File: src/sv/srsw_pkg.sv
package srsw_pkg;

   typedef enum logic [1:0] {
      OP_SEND    = 2'd0,
      OP_ACK     = 2'd1,
      OP_TIMEOUT = 2'd2,
      OP_NONE    = 2'd3
   } op_type;

   typedef enum logic [1:0] {
      TMR_NONE    = 2'd0,
      TMR_START   = 2'd1,
      TMR_STOP    = 2'd2,
      TMR_RESTART = 2'd3
   } timer_type;

   typedef enum logic [1:0] {
      ST_IDLE  = 2'b01,
      ST_SLIDE = 2'b10
   } state_type;

   typedef struct packed {
      logic shift;
      logic load;
      logic mark;
   } cell_ctrl_type;

endpackage

File: src/sv/selective_repeat_sender_window_top.sv
// selective-repeat arq sender window
// input channel (req_*): one beat per event: send a message word, an ack
// arrived (with its checksum verdict) or a timer expired for a sequence number.
// result channel (rsp_*): exactly one beat per input beat, carrying the packet
// to emit (if any), the timer action and the window status after the event.
// the window is a row of cells ordered by offset from the base; cell 0 holds
// the oldest outstanding packet. an ack marks its cell, then the row shifts
// toward cell 0 by one cell per cycle while the head cell is acknowledged.
// an event is first taken into the pending registers; the row then shifts
// while the head cell is acknowledged (once per freed head entry, at most
// the window capacity), and only then is the result copied into the output
// register. one event is in flight at a time: the next is not taken until
// the result of the last one has been published.
// the result sits in an output register; the next event is taken as soon as
// that register is free or being drained in the same cycle.
// if the receiver stalls, the result holds and req_ready stays low until it
// is taken. reset (synchronous) empties the window: base and next sequence
// numbers return to zero and all acknowledge marks clear.
module selective_repeat_sender_window_top #(
   parameter int WINDOW       = 4,
   parameter int SEQ_SPACE    = 8,
   parameter int PAYLOAD_BITS = 32
) (
   input  logic        clock,
   input  logic        reset,
   input  logic        req_valid,
   output logic        req_ready,
   input  logic [1:0]  req_op,
   input  logic [2:0]  req_seq_number,
   input  logic        req_check_ok,
   input  logic [31:0] req_message_word,
   output logic        rsp_valid,
   input  logic        rsp_ready,
   output logic        rsp_packet_out,
   output logic [2:0]  rsp_packet_seq,
   output logic [31:0] rsp_packet_data,
   output logic [1:0]  rsp_timer_action,
   output logic        rsp_accepted,
   output logic        rsp_window_full,
   output logic [2:0]  rsp_window_base,
   output logic [2:0]  rsp_outstanding
);
   import srsw_pkg::*;

   localparam int CAP   = (WINDOW < SEQ_SPACE) ? WINDOW : SEQ_SPACE;
   localparam int SEQ_W = $clog2(SEQ_SPACE);
   localparam int CNT_W = $clog2(CAP + 1);
   localparam int PW    = (PAYLOAD_BITS < 32) ? PAYLOAD_BITS : 32;
   localparam int AW    = (SEQ_W > 3) ? SEQ_W : 3;
   localparam int CW    = ((AW > CNT_W) ? AW : CNT_W) + 1;

   state_type        state_ff, state_in;
   logic [SEQ_W-1:0] base_ff, base_in, next_ff, next_in;
   logic [CNT_W-1:0] cnt_ff, cnt_in;
   logic             rsp_valid_ff, rsp_valid_in;

   logic             pend_out_ff, pend_out_in;
   logic [2:0]       pend_seq_ff, pend_seq_in;
   logic [PW-1:0]    pend_data_ff, pend_data_in;
   timer_type        pend_timer_ff, pend_timer_in;
   logic             pend_acc_ff, pend_acc_in;

   logic             out_pkt_ff;
   logic [2:0]       out_seq_ff;
   logic [PW-1:0]    out_data_ff;
   timer_type        out_timer_ff;
   logic             out_acc_ff;
   logic             out_full_ff;
   logic [2:0]       out_base_ff;
   logic [2:0]       out_cnt_ff;

   logic [CW-1:0]    seq_w, base_w, next_w, cnt_w, off, inv_sum;
   logic             in_range, hit, hit_acked, live, full, accept, shift, publish;
   logic [CAP-1:0]   match, load_vec, mark_vec, acked_vec;
   logic [PW-1:0]    hit_data, wr_data;
   logic [PW-1:0]    cell_data [CAP];
   op_type           op;

   assign op      = op_type'(req_op);
   assign seq_w   = CW'(req_seq_number);
   assign base_w  = CW'(base_ff);
   assign next_w  = CW'(next_ff);
   assign cnt_w   = CW'(cnt_ff);
   assign full    = (cnt_ff == CNT_W'(CAP));
   assign wr_data = PW'(req_message_word);

   assign req_ready = (state_ff == ST_IDLE) && (!rsp_valid_ff || rsp_ready);
   assign accept    = req_valid && req_ready;
   assign shift     = (state_ff == ST_SLIDE) && (cnt_ff != '0) && acked_vec[0];
   assign publish   = (state_ff == ST_SLIDE) && !shift && (!rsp_valid_ff || rsp_ready);

   // offset of the named sequence number from the base
   always_comb begin
      in_range = seq_w < CW'(SEQ_SPACE);
      off      = seq_w - base_w;
      if (seq_w < base_w) begin
         off = off + CW'(SEQ_SPACE);
      end
      hit = in_range && (off < cnt_w);
   end

   always_comb begin
      hit_acked = 1'b0;
      hit_data  = '0;
      for (int i = 0; i < CAP; i++) begin
         match[i]    = hit && (off == CW'(i));
         hit_acked   = hit_acked | (match[i] & acked_vec[i]);
         hit_data    = hit_data | (cell_data[i] & {PW{match[i]}});
         load_vec[i] = accept && (op == OP_SEND) && !full && (cnt_ff == CNT_W'(i));
      end
   end

   assign live = hit && !hit_acked;

   always_comb begin
      for (int i = 0; i < CAP; i++) begin
         mark_vec[i] = accept && (op == OP_ACK) && req_check_ok && live && match[i];
      end
   end

   for (genvar g = 0; g < CAP; g++) begin : g_cell
      cell_ctrl_type ctrl;
      logic [PW-1:0] nb_data;
      logic          nb_acked;

      assign ctrl.shift = shift;
      assign ctrl.load  = load_vec[g];
      assign ctrl.mark  = mark_vec[g];

      if (g == CAP - 1) begin : g_tail
         assign nb_data  = cell_data[g];
         assign nb_acked = 1'b0;
      end else begin : g_body
         assign nb_data  = cell_data[g+1];
         assign nb_acked = acked_vec[g+1];
      end

      srsw_cell #(
         .PW(PW)
      ) u_cell (
         .clock    (clock),
         .reset    (reset),
         .ctrl     (ctrl),
         .wr_data  (wr_data),
         .nb_data  (nb_data),
         .nb_acked (nb_acked),
         .data     (cell_data[g]),
         .acked    (acked_vec[g])
      );
   end

   always_comb begin
      state_in     = state_ff;
      base_in      = base_ff;
      next_in      = next_ff;
      cnt_in       = cnt_ff;
      rsp_valid_in = rsp_valid_ff && !rsp_ready;
      unique case (state_ff)
         ST_IDLE: begin
            if (accept) begin
               state_in = ST_SLIDE;
               if ((op == OP_SEND) && !full) begin
                  cnt_in  = cnt_ff + CNT_W'(1);
                  next_in = (next_ff == SEQ_W'(SEQ_SPACE - 1)) ? '0 : next_ff + SEQ_W'(1);
               end
            end
         end
         ST_SLIDE: begin
            if (shift) begin
               cnt_in  = cnt_ff - CNT_W'(1);
               base_in = (base_ff == SEQ_W'(SEQ_SPACE - 1)) ? '0 : base_ff + SEQ_W'(1);
            end else if (publish) begin
               state_in     = ST_IDLE;
               rsp_valid_in = 1'b1;
            end
         end
         default: state_in = ST_IDLE;
      endcase
   end

   always_ff @(posedge clock) begin
      if (reset) begin
         state_ff     <= ST_IDLE;
         base_ff      <= '0;
         next_ff      <= '0;
         cnt_ff       <= '0;
         rsp_valid_ff <= 1'b0;
      end else begin
         state_ff     <= state_in;
         base_ff      <= base_in;
         next_ff      <= next_in;
         cnt_ff       <= cnt_in;
         rsp_valid_ff <= rsp_valid_in;
      end
   end

   // result of the event, held while the row slides
   always_comb begin
      pend_out_in   = 1'b0;
      pend_data_in  = '0;
      pend_timer_in = TMR_NONE;
      pend_acc_in   = 1'b0;
      pend_seq_in   = req_seq_number;
      case (op)
         OP_SEND: begin
            pend_seq_in = next_w[2:0];
            if (!full) begin
               pend_out_in   = 1'b1;
               pend_data_in  = wr_data;
               pend_timer_in = TMR_START;
               pend_acc_in   = 1'b1;
            end
         end
         OP_ACK: begin
            if (req_check_ok && live) begin
               pend_timer_in = TMR_STOP;
               pend_acc_in   = 1'b1;
            end
         end
         OP_TIMEOUT: begin
            if (live) begin
               pend_out_in   = 1'b1;
               pend_data_in  = hit_data;
               pend_timer_in = TMR_RESTART;
               pend_acc_in   = 1'b1;
            end
         end
         default: pend_seq_in = '0;
      endcase
   end

   always_ff @(posedge clock) begin
      if (accept) begin
         pend_out_ff   <= pend_out_in;
         pend_seq_ff   <= pend_seq_in;
         pend_data_ff  <= pend_data_in;
         pend_timer_ff <= pend_timer_in;
         pend_acc_ff   <= pend_acc_in;
      end
   end

   always_ff @(posedge clock) begin
      if (publish) begin
         out_pkt_ff   <= pend_out_ff;
         out_seq_ff   <= pend_seq_ff;
         out_data_ff  <= pend_data_ff;
         out_timer_ff <= pend_timer_ff;
         out_acc_ff   <= pend_acc_ff;
         out_full_ff  <= full;
         out_base_ff  <= base_w[2:0];
         out_cnt_ff   <= cnt_w[2:0];
      end
   end

   assign rsp_valid        = rsp_valid_ff;
   assign rsp_packet_out   = out_pkt_ff;
   assign rsp_packet_seq   = out_seq_ff;
   assign rsp_packet_data  = 32'(out_data_ff);
   assign rsp_timer_action = out_timer_ff;
   assign rsp_accepted     = out_acc_ff;
   assign rsp_window_full  = out_full_ff;
   assign rsp_window_base  = out_base_ff;
   assign rsp_outstanding  = out_cnt_ff;

   // base plus outstanding count wraps to the next sequence number
   always_comb begin
      inv_sum = base_w + cnt_w;
      if (inv_sum >= CW'(SEQ_SPACE)) begin
         inv_sum = inv_sum - CW'(SEQ_SPACE);
      end
   end

   a_cnt_bound: assert property (@(posedge clock) disable iff (reset)
      cnt_ff <= CNT_W'(CAP))
      else $error("outstanding count exceeds window capacity");

   a_seq_track: assert property (@(posedge clock) disable iff (reset)
      inv_sum == next_w)
      else $error("base and count out of step with next sequence number");

   a_pkt_acc: assert property (@(posedge clock) disable iff (reset)
      rsp_valid && rsp_packet_out |-> rsp_accepted)
      else $error("packet emitted without the event being accepted");

   a_shift_slide: assert property (@(posedge clock) disable iff (reset)
      shift |=> state_ff == ST_SLIDE)
      else $error("row shift ended the slide too early");

endmodule

File: src/sv/srsw_cell.sv
module srsw_cell #(
   parameter int PW = 32
) (
   input  logic                   clock,
   input  logic                   reset,
   input  srsw_pkg::cell_ctrl_type ctrl,
   input  logic [PW-1:0]          wr_data,
   input  logic [PW-1:0]          nb_data,
   input  logic                   nb_acked,
   output logic [PW-1:0]          data,
   output logic                   acked
);
   import srsw_pkg::*;

   logic [PW-1:0] data_ff, data_in;
   logic          acked_ff, acked_in;

   always_comb begin
      data_in  = data_ff;
      acked_in = acked_ff;
      if (ctrl.shift) begin
         data_in  = nb_data;
         acked_in = nb_acked;
      end else if (ctrl.load) begin
         data_in  = wr_data;
         acked_in = 1'b0;
      end else if (ctrl.mark) begin
         acked_in = 1'b1;
      end
   end

   always_ff @(posedge clock) begin
      data_ff <= data_in;
      if (reset) begin
         acked_ff <= 1'b0;
      end else begin
         acked_ff <= acked_in;
      end
   end

   assign data  = data_ff;
   assign acked = acked_ff;

endmodule
File: config.mk
export PLATFORM = sky130hd
export DESIGN_NAME = selective_repeat_sender_window_top
export DESIGN_NICKNAME = d
export VERILOG_FILES = /design/src/sv/srsw_pkg.sv /design/src/sv/selective_repeat_sender_window_top.sv /design/src/sv/srsw_cell.sv
export SDC_FILE = /design/constraint.sdc
export NUM_CORES = 1
export LEC_CHECK = 0
export BUFFER_PORTS_ARGS = -buffer_cell sky130_fd_sc_hd__buf_2
export CORE_ASPECT_RATIO = 1.2
export CORE_MARGIN = 3
export CORE_UTILIZATION = 59
export CTS_CLUSTER_SIZE = 25
export DETAILED_ROUTE_END_ITERATION = 8
export GPL_ROUTABILITY_DRIVEN = 0
export GPL_TIMING_DRIVEN = 0
export PLACE_DENSITY = 0.84
export SYNTH_ARGS = -nofsm -noshare
export SYNTH_HDL_FRONTEND = slang
export SYNTH_SLANG_ARGS = --single-unit
File: constraint.sdc
create_clock -name clock -period 3.8 [get_ports clock]
set_input_delay 0.57 -clock clock [delete_from_list [all_inputs] [get_ports clock]]
set_output_delay 0.57 -clock clock [all_outputs]
set_load 0.05 [all_outputs]
-- Yosys cells after proc, flatten, opt, wreduce, memory -nomap -nowiden
Cells that the tools add are included.
- flip-flop bits (word level): 229
- input bits: 42
- output and inout port bits: 48
- word-level logic and storage cells: 162
- add/sub/neg operators: 6
- $lt $le $gt $ge: 3
- equal/unequal tests: 18
- multiplexer cells: 42
- bitwise logic cells: 15
- reductions and logical operators: 52
- operators by type and width (operator ; number):
    32-bit 2-to-1 mux ; 8
    32-bit bitwise AND ; 4
    32-bit OR ; 3
    32-bit case mux with 2 select lines ; 1
    1-bit logical AND ; 28
    1-bit 2-to-1 mux ; 16
    3-bit 2-to-1 mux ; 5
    3-bit case mux with 2 select lines ; 2
    3-bit nonzero test ; 4
    2-bit 2-to-1 mux ; 5
    3-bit by 1-bit adder with 3-bit output (second input constant) ; 3
    3-bit equality test (second input constant) ; 3
    4-bit by 2-bit equality test with 1-bit output (second input constant) ; 2
    2-bit != test (second input constant) ; 4
    2-bit nonzero test ; 4
    3-bit by 2-bit equality test with 1-bit output (second input constant) ; 2
    2-bit case mux with 3 select lines ; 1
    3-bit AND reduction ; 2
    1-bit logical NOT ; 5
    4-bit adder (second input constant) ; 1
    1-bit bitwise AND ; 4
    2-bit by 1-bit equality test with 1-bit output (second input constant) ; 2
    2-bit equality test (second input constant) ; 2
    4-bit by 1-bit equality test with 1-bit output (second input constant) ; 1
    other kinds (21) ; 24

-- Logic depth before layout (Yosys ltp)
- depth after elaboration: 17
- gate-level depth with buffers: 11
- depth with buffers taken out: 11

-- By module
From an unflattened synthesis, not the netlist that was laid out.
- cells, all modules: 595
- area, all modules: 10413.7 um^2
- modules (own cells, without submodules) (module ; instances ; cells an instance ; area each (um^2)):
    srsw_cell ; 4 ; 73 ; 1403.8
    selective_repeat_sender_window_top ; 1 ; 303 ; 4798.4

-- Worst setup path before layout
Ideal clock, no wire load.
- path type: flip-flop to flip-flop
- start point: register cnt_ff[0]
- end point: register out_acc_ff, in the netlist rsp_accepted (enable)
- setup time: 0.450 ns
- data arrival time: 2.812 ns
- required time: 3.350 ns
- slack: 0.539 ns
- stages on the path, launching flop included: 7
- path buffers: 0
- clock period less this slack: 3.261 ns
- cells stage by stage: dfxtp_1 -> inv_1 -> ha_1 -> nand2b_1 -> nand2_1 -> nand2_1 -> nor2_1
- cells in the longest elaborated chain, start to end: 6
- RTL lines (element ; RTL line ; RTL):
    start: declaration ; selective_repeat_sender_window_top.sv:54 ; logic [CNT_W-1:0] cnt_ff, cnt_in;
    start signal: assignment ; selective_repeat_sender_window_top.sv:192 ; cnt_ff <= cnt_in;
    3-bit nonzero test ; selective_repeat_sender_window_top.sv:89 ; assign shift = (state_ff == ST_SLIDE) && (cnt_ff != '0) && acked_vec[0];
    1-bit logical AND (2 in a row) ; selective_repeat_sender_window_top.sv:89 ;
    1-bit logical NOT ; selective_repeat_sender_window_top.sv:90 ; assign publish = (state_ff == ST_SLIDE) && !shift && (!rsp_valid_ff || rsp_ready);
    1-bit logical AND (2 in a row) ; selective_repeat_sender_window_top.sv:90 ;
    via publish ; selective_repeat_sender_window_top.sv:73 ; logic in_range, hit, hit_acked, live, full, accept, shift, publish;
    end signal: assignment ; selective_repeat_sender_window_top.sv:248 ; out_acc_ff <= pend_acc_ff;
    end: declaration ; selective_repeat_sender_window_top.sv:67 ; logic out_acc_ff;
The timed path passes the listed nets, and every way through them passes these cells.
A chain may end at the register's enable or synchronous reset.

-- Worst setup path in the final report
- start point: register base_ff[0]
- end point: register pend_data_ff[3], data pin
- cells in the longest elaborated chain, start to end: 14
- RTL lines (element ; RTL line ; RTL):
    start: declaration ; selective_repeat_sender_window_top.sv:53 ; logic [SEQ_W-1:0] base_ff, base_in, next_ff, next_in;
    start signal: assignment ; selective_repeat_sender_window_top.sv:190 ; base_ff <= base_in;
    3-bit by 3-bit subtractor with 4-bit output ; selective_repeat_sender_window_top.sv:95 ; off = seq_w - base_w;
    4-bit adder ; selective_repeat_sender_window_top.sv:97 ; off = off + CW'(SEQ_SPACE);
    4-bit 2-to-1 mux * ; selective_repeat_sender_window_top.sv:96 ; if (seq_w < base_w) begin
    4-bit by 3-bit < comparator with 1-bit output ; selective_repeat_sender_window_top.sv:99 ; hit = in_range && (off < cnt_w);
    1-bit logical AND ; selective_repeat_sender_window_top.sv:99 ;
    1-bit logical AND ; selective_repeat_sender_window_top.sv:106 ; match[i] = hit && (off == CW'(i));
    1-bit bitwise AND ; selective_repeat_sender_window_top.sv:107 ; hit_acked = hit_acked | (match[i] & acked_vec[i]);
    1-bit OR (3 in a row) ; selective_repeat_sender_window_top.sv:107 ;
    1-bit logical NOT ; selective_repeat_sender_window_top.sv:113 ; assign live = hit && !hit_acked;
    1-bit logical AND ; selective_repeat_sender_window_top.sv:113 ;
    32-bit 2-to-1 mux * ; selective_repeat_sender_window_top.sv:221 ; if (live) begin
    32-bit case mux with 2 select lines * ; selective_repeat_sender_window_top.sv:204 ; case (op)
    via pend_data_in[3] ; selective_repeat_sender_window_top.sv:59 ; logic [PW-1:0] pend_data_ff, pend_data_in;
    end signal: assignment ; selective_repeat_sender_window_top.sv:236 ; pend_data_ff <= pend_data_in;
    end: declaration ; selective_repeat_sender_window_top.sv:59 ;
The timed path passes the listed nets; every way through them passes the cells marked *.

==> impl_metrics.json <==
{
  "peakVddDrop_mv": 0.376,
  "synth_area_um2": 9720,
  "synthMuxAreaShare_pct": 7.64,
  "grt_pass1_vias": 6614,
  "antenna_found_initial": 0,
  "core_region_area_um2": 15900,
  "yosysTopAreaCellShare_pct": 65.8,
  "synth_xor_area_share_pct": 0.180,
  "hp-class": "input pin to flop",
  "via_per_inst": 6.31,
  "dpl_cell_area_um2": 10500,
  "cp_num_buf_inv": 3,
  "finalSetupViolations": 0,
  "maxCapViolations": 0,
  "rows": 50,
  "grtUsageTotal_pct": 26.0,
  "syn2layout_area_growth_pct": 15.4,
  "synth_top_area_cell": "edfxtp_1",
  "synth_compound_area_share_pct": 5.74,
  "path_class": "flop to flop",
  "skew_ns": 0.0109,
  "ant_nets": 0,
  "slew_viol_final": 0,
  "ys_types": 43,
  "grt-ovfl-total": 0,
  "routed_wl_um": 23300,
  "cts-resized-gates": 0,
  "vias": 6478,
  "synth_top_family_by_area": "simple AND/OR/NAND/NOR gates",
  "synth_nets": 750,
  "cts_buffers": 22,
  "ys_seq_area_share_pct": 69.1,
  "fmax_ghz": 0.286,
  "rsz0062_at_grt": "false",
  "io_buffer_count": 89,
  "clk_pin_slew_worst_paths_ns": 0.06,
  "p_per_area_nw_per_um2": 477,
  "crit_fanout": 10,
  "cp_data_required_time_ns": 4.15,
  "nNetsFinal": 865,
  "die_h_um": 147,
  "yosys.area_share.simple_pct": 12.2,
  "synthTopCellsByArea": "edfxtp_1, nand2_1, mux4_2",
  "synthAdderAreaFrac_pct": 2.86,
  "cts_tree": "done",
  "synth-seq-cells": 229,
  "endpoint_kind": "flop",
  "fin_crit_ns": 3.50,
  "final_hold_viol_count": 0,
  "outcome": "completed",
  "antenna_cells": 0,
  "cts_setup_buffers": 0,
  "grt_pass1_wl_um": 36100,
  "wire_per_inst_um": 22.8,
  "cts.sinks": 229,
  "drc_errors": 0,
  "cpMaxStageDelayCell": "clkbuf_1",
  "hpwl_um": 14900,
  "p_total_w": 0.00536,
  "worst_slew_pin_slew_ns": 0.991,
  "power.leakage_nw": 4.19,
  "crit_arrival_ns": 3.85,
  "htree_num_levels": 1,
  "io_pins": 90,
  "design_area_um2": 11200,
  "final_core_util_pct": 70.6,
  "ys.warnings.count": 0,
  "slew_headroom_pct": 33.7,
  "ctsRootBufferMaster": "clkbuf_16",
  "synthCells": 687,
  "drt_pass1_iterations": 7,
  "synth_area_per_cell_um2": 14.2,
  "ctsLongestPathBuffers": 3,
  "grt_max_degree": 34,
  "critPathTopFamily": "buffers and inverters",
  "drive_gt1_share_pct": 23.3,
  "tns_ns": 0,
  "period_share_pct": 92.1,
  "die-area_um2": 18100,
  "clock_latency_ns": 0.51,
  "cp_cell_sequence": "ha_1, inv_1, fa_1, buf_2, mux4_2, nor3b_2, clkbuf_1, a32o_1",
  "initial_core_util_pct": 61.2,
  "max_stage_delay_ns": 0.59,
  "cts_hold_buf": 0,
  "fp.dieW_um": 123,
  "drtIter0Drc": 949,
  "startpoint_type": "flop"
}
per-layer routing:
layer	share of wire (%)	GRT usage [%]	wire length, µm
met1	36	34.8	8350
met2	51	43.6	12000
met3	10	4.07	2350
met4	2.8	9.03	646
met5	0	0	0
power by group:
group	internal, W	switching [W]	total (W)
Sequential	0.00282	0.0000184	0.00284
Combinational	0.000115	0.000222	0.000338
Clock	0.00127	0.000904	0.00218
logic make-up after synthesis:
logic type / after synthesis
compound gates: 67
xor+xnor: 2
fa+ha+maj: 21
buf+inv: 47
flops: 229
mux: 33
simple gates: 288
worst reg2reg max path, delay by kind of cell, from the launching register on:
kind	cells	cell delay, ns
adder cells (fa/ha/maj)	2	0.72
AO/OA/AOI/OAI	1	0.34
multiplexers	1	0.43
flip-flops	1	0.41
AND/OR/NAND/NOR	1	0.44
buffers and inverters	3	1.01
final timing paths:
| path | startpoint | end | slack [ns] | cells after the start |
|---|---|---|---|---|
| hold reg to reg | pend_data_ff[6] | rsp_packet_data[6] | 0.42 | 0 |
| setup reg to reg | base_ff[0] | pend_data_ff[3] | 0.30 | 8 |
| hold / removal | req_message_word[26] | g_cell[3].u_cell.data[26] | 0.28 | 1 |
| setup / recovery | base_ff[0] | pend_data_ff[3] | 0.30 | 8 |
cell type report:
class / count / area [µm²]
flip-flops and latches: 229 / 6720
fillers: 1026 / 4670
multi-input cells: 411 / 2800
clock buffers: 33 / 663
repair buffers: 91 / 493
well taps: 208 / 260
plain buffers: 34 / 176
clock inverters: 7 / 61.3
inverters: 13 / 48.8
cells in the mapped netlist:
cell type,count
nand2_1,238
edfxtp_1,213
mux4_2,33
a32o_1,32
ha_1,19
buf_2,18
dfxtp_1,16
nor2_1,14
a21oi_1,13
inv_1,13
clkbuf_1,12
nand3_1,6
and3_1,5
nor2b_1,4
o21ai_0,4
a22oi_1,3
buf_6,3
nand2b_1,3
nand4_1,3
a21o_1,2
a21oi_2,2
a31oi_1,2
and2_1,2
fa_1,2
nand3b_1,2
nand4b_1,2
nor3_1,2
nor3b_1,2
o21ai_1,2
xnor2_1,2
a211oi_1,1
a21boi_0,1
a21boi_1,1
a221o_1,1
a221oi_4,1
and2b_1,1
and3b_1,1
buf_4,1
nor3b_2,1
nor4_1,1
o21a_1,1
o311ai_0,1
or3_4,1
flip-flops by register name (all words and copies together) (netlist names), 2 cells and up:
| name | count |
|---|---|
| base_ff | 3 |
| cnt_ff | 3 |
| g_cell.u_cell.acked | 4 |
| g_cell.u_cell.data | 128 |
| next_ff | 3 |
| pend_data_ff | 32 |
| pend_seq_ff | 3 |
| pend_timer_ff | 2 |
| rsp_outstanding | 3 |
| rsp_packet_data | 32 |
| rsp_packet_seq | 3 |
| rsp_timer_action | 2 |
| rsp_window_base | 3 |
| state_ff | 2 |
cells in the final DEF (no fill, tap or decap), types with 3 or more instances in the layout:
master     instances
clkbuf_1          17
nand2b_1           3
buf_6              3
a32o_1            32
edfxtp_1         213
nand4_1            3
nand3_1            6
nor2_1            13
inv_1             12
a22oi_1            3
nand2_2            3
and3_1             4
mux4_2            33
a21oi_1           13
clkbuf_16         23
clkinv_2           4
o21ai_0            4
dfxtp_1           16
ha_1              19
clkbuf_8           5
buf_2            107
nand2_1          235
nor2b_1            4
per-stage QoR:
| step | setup slack, ns | std cells | hold slack (ns) |
|---|---|---|---|
| 5_1_grt | 0.160 | 1026 | 0.270 |
| 3_3_place_gp | -0.554 | 984 | 0.400 |
| 4_1_cts | 0.355 | 1026 | 0.263 |
| 6_report | 0.299 | 1026 | 0.276 |
| 2_1_floorplan | 0.539 | 687 | 0.400 |
| 3_5_place_dp | 0.105 | 986 | 0.405 |
No activity file was read; power rests on OpenSTA's default activity.
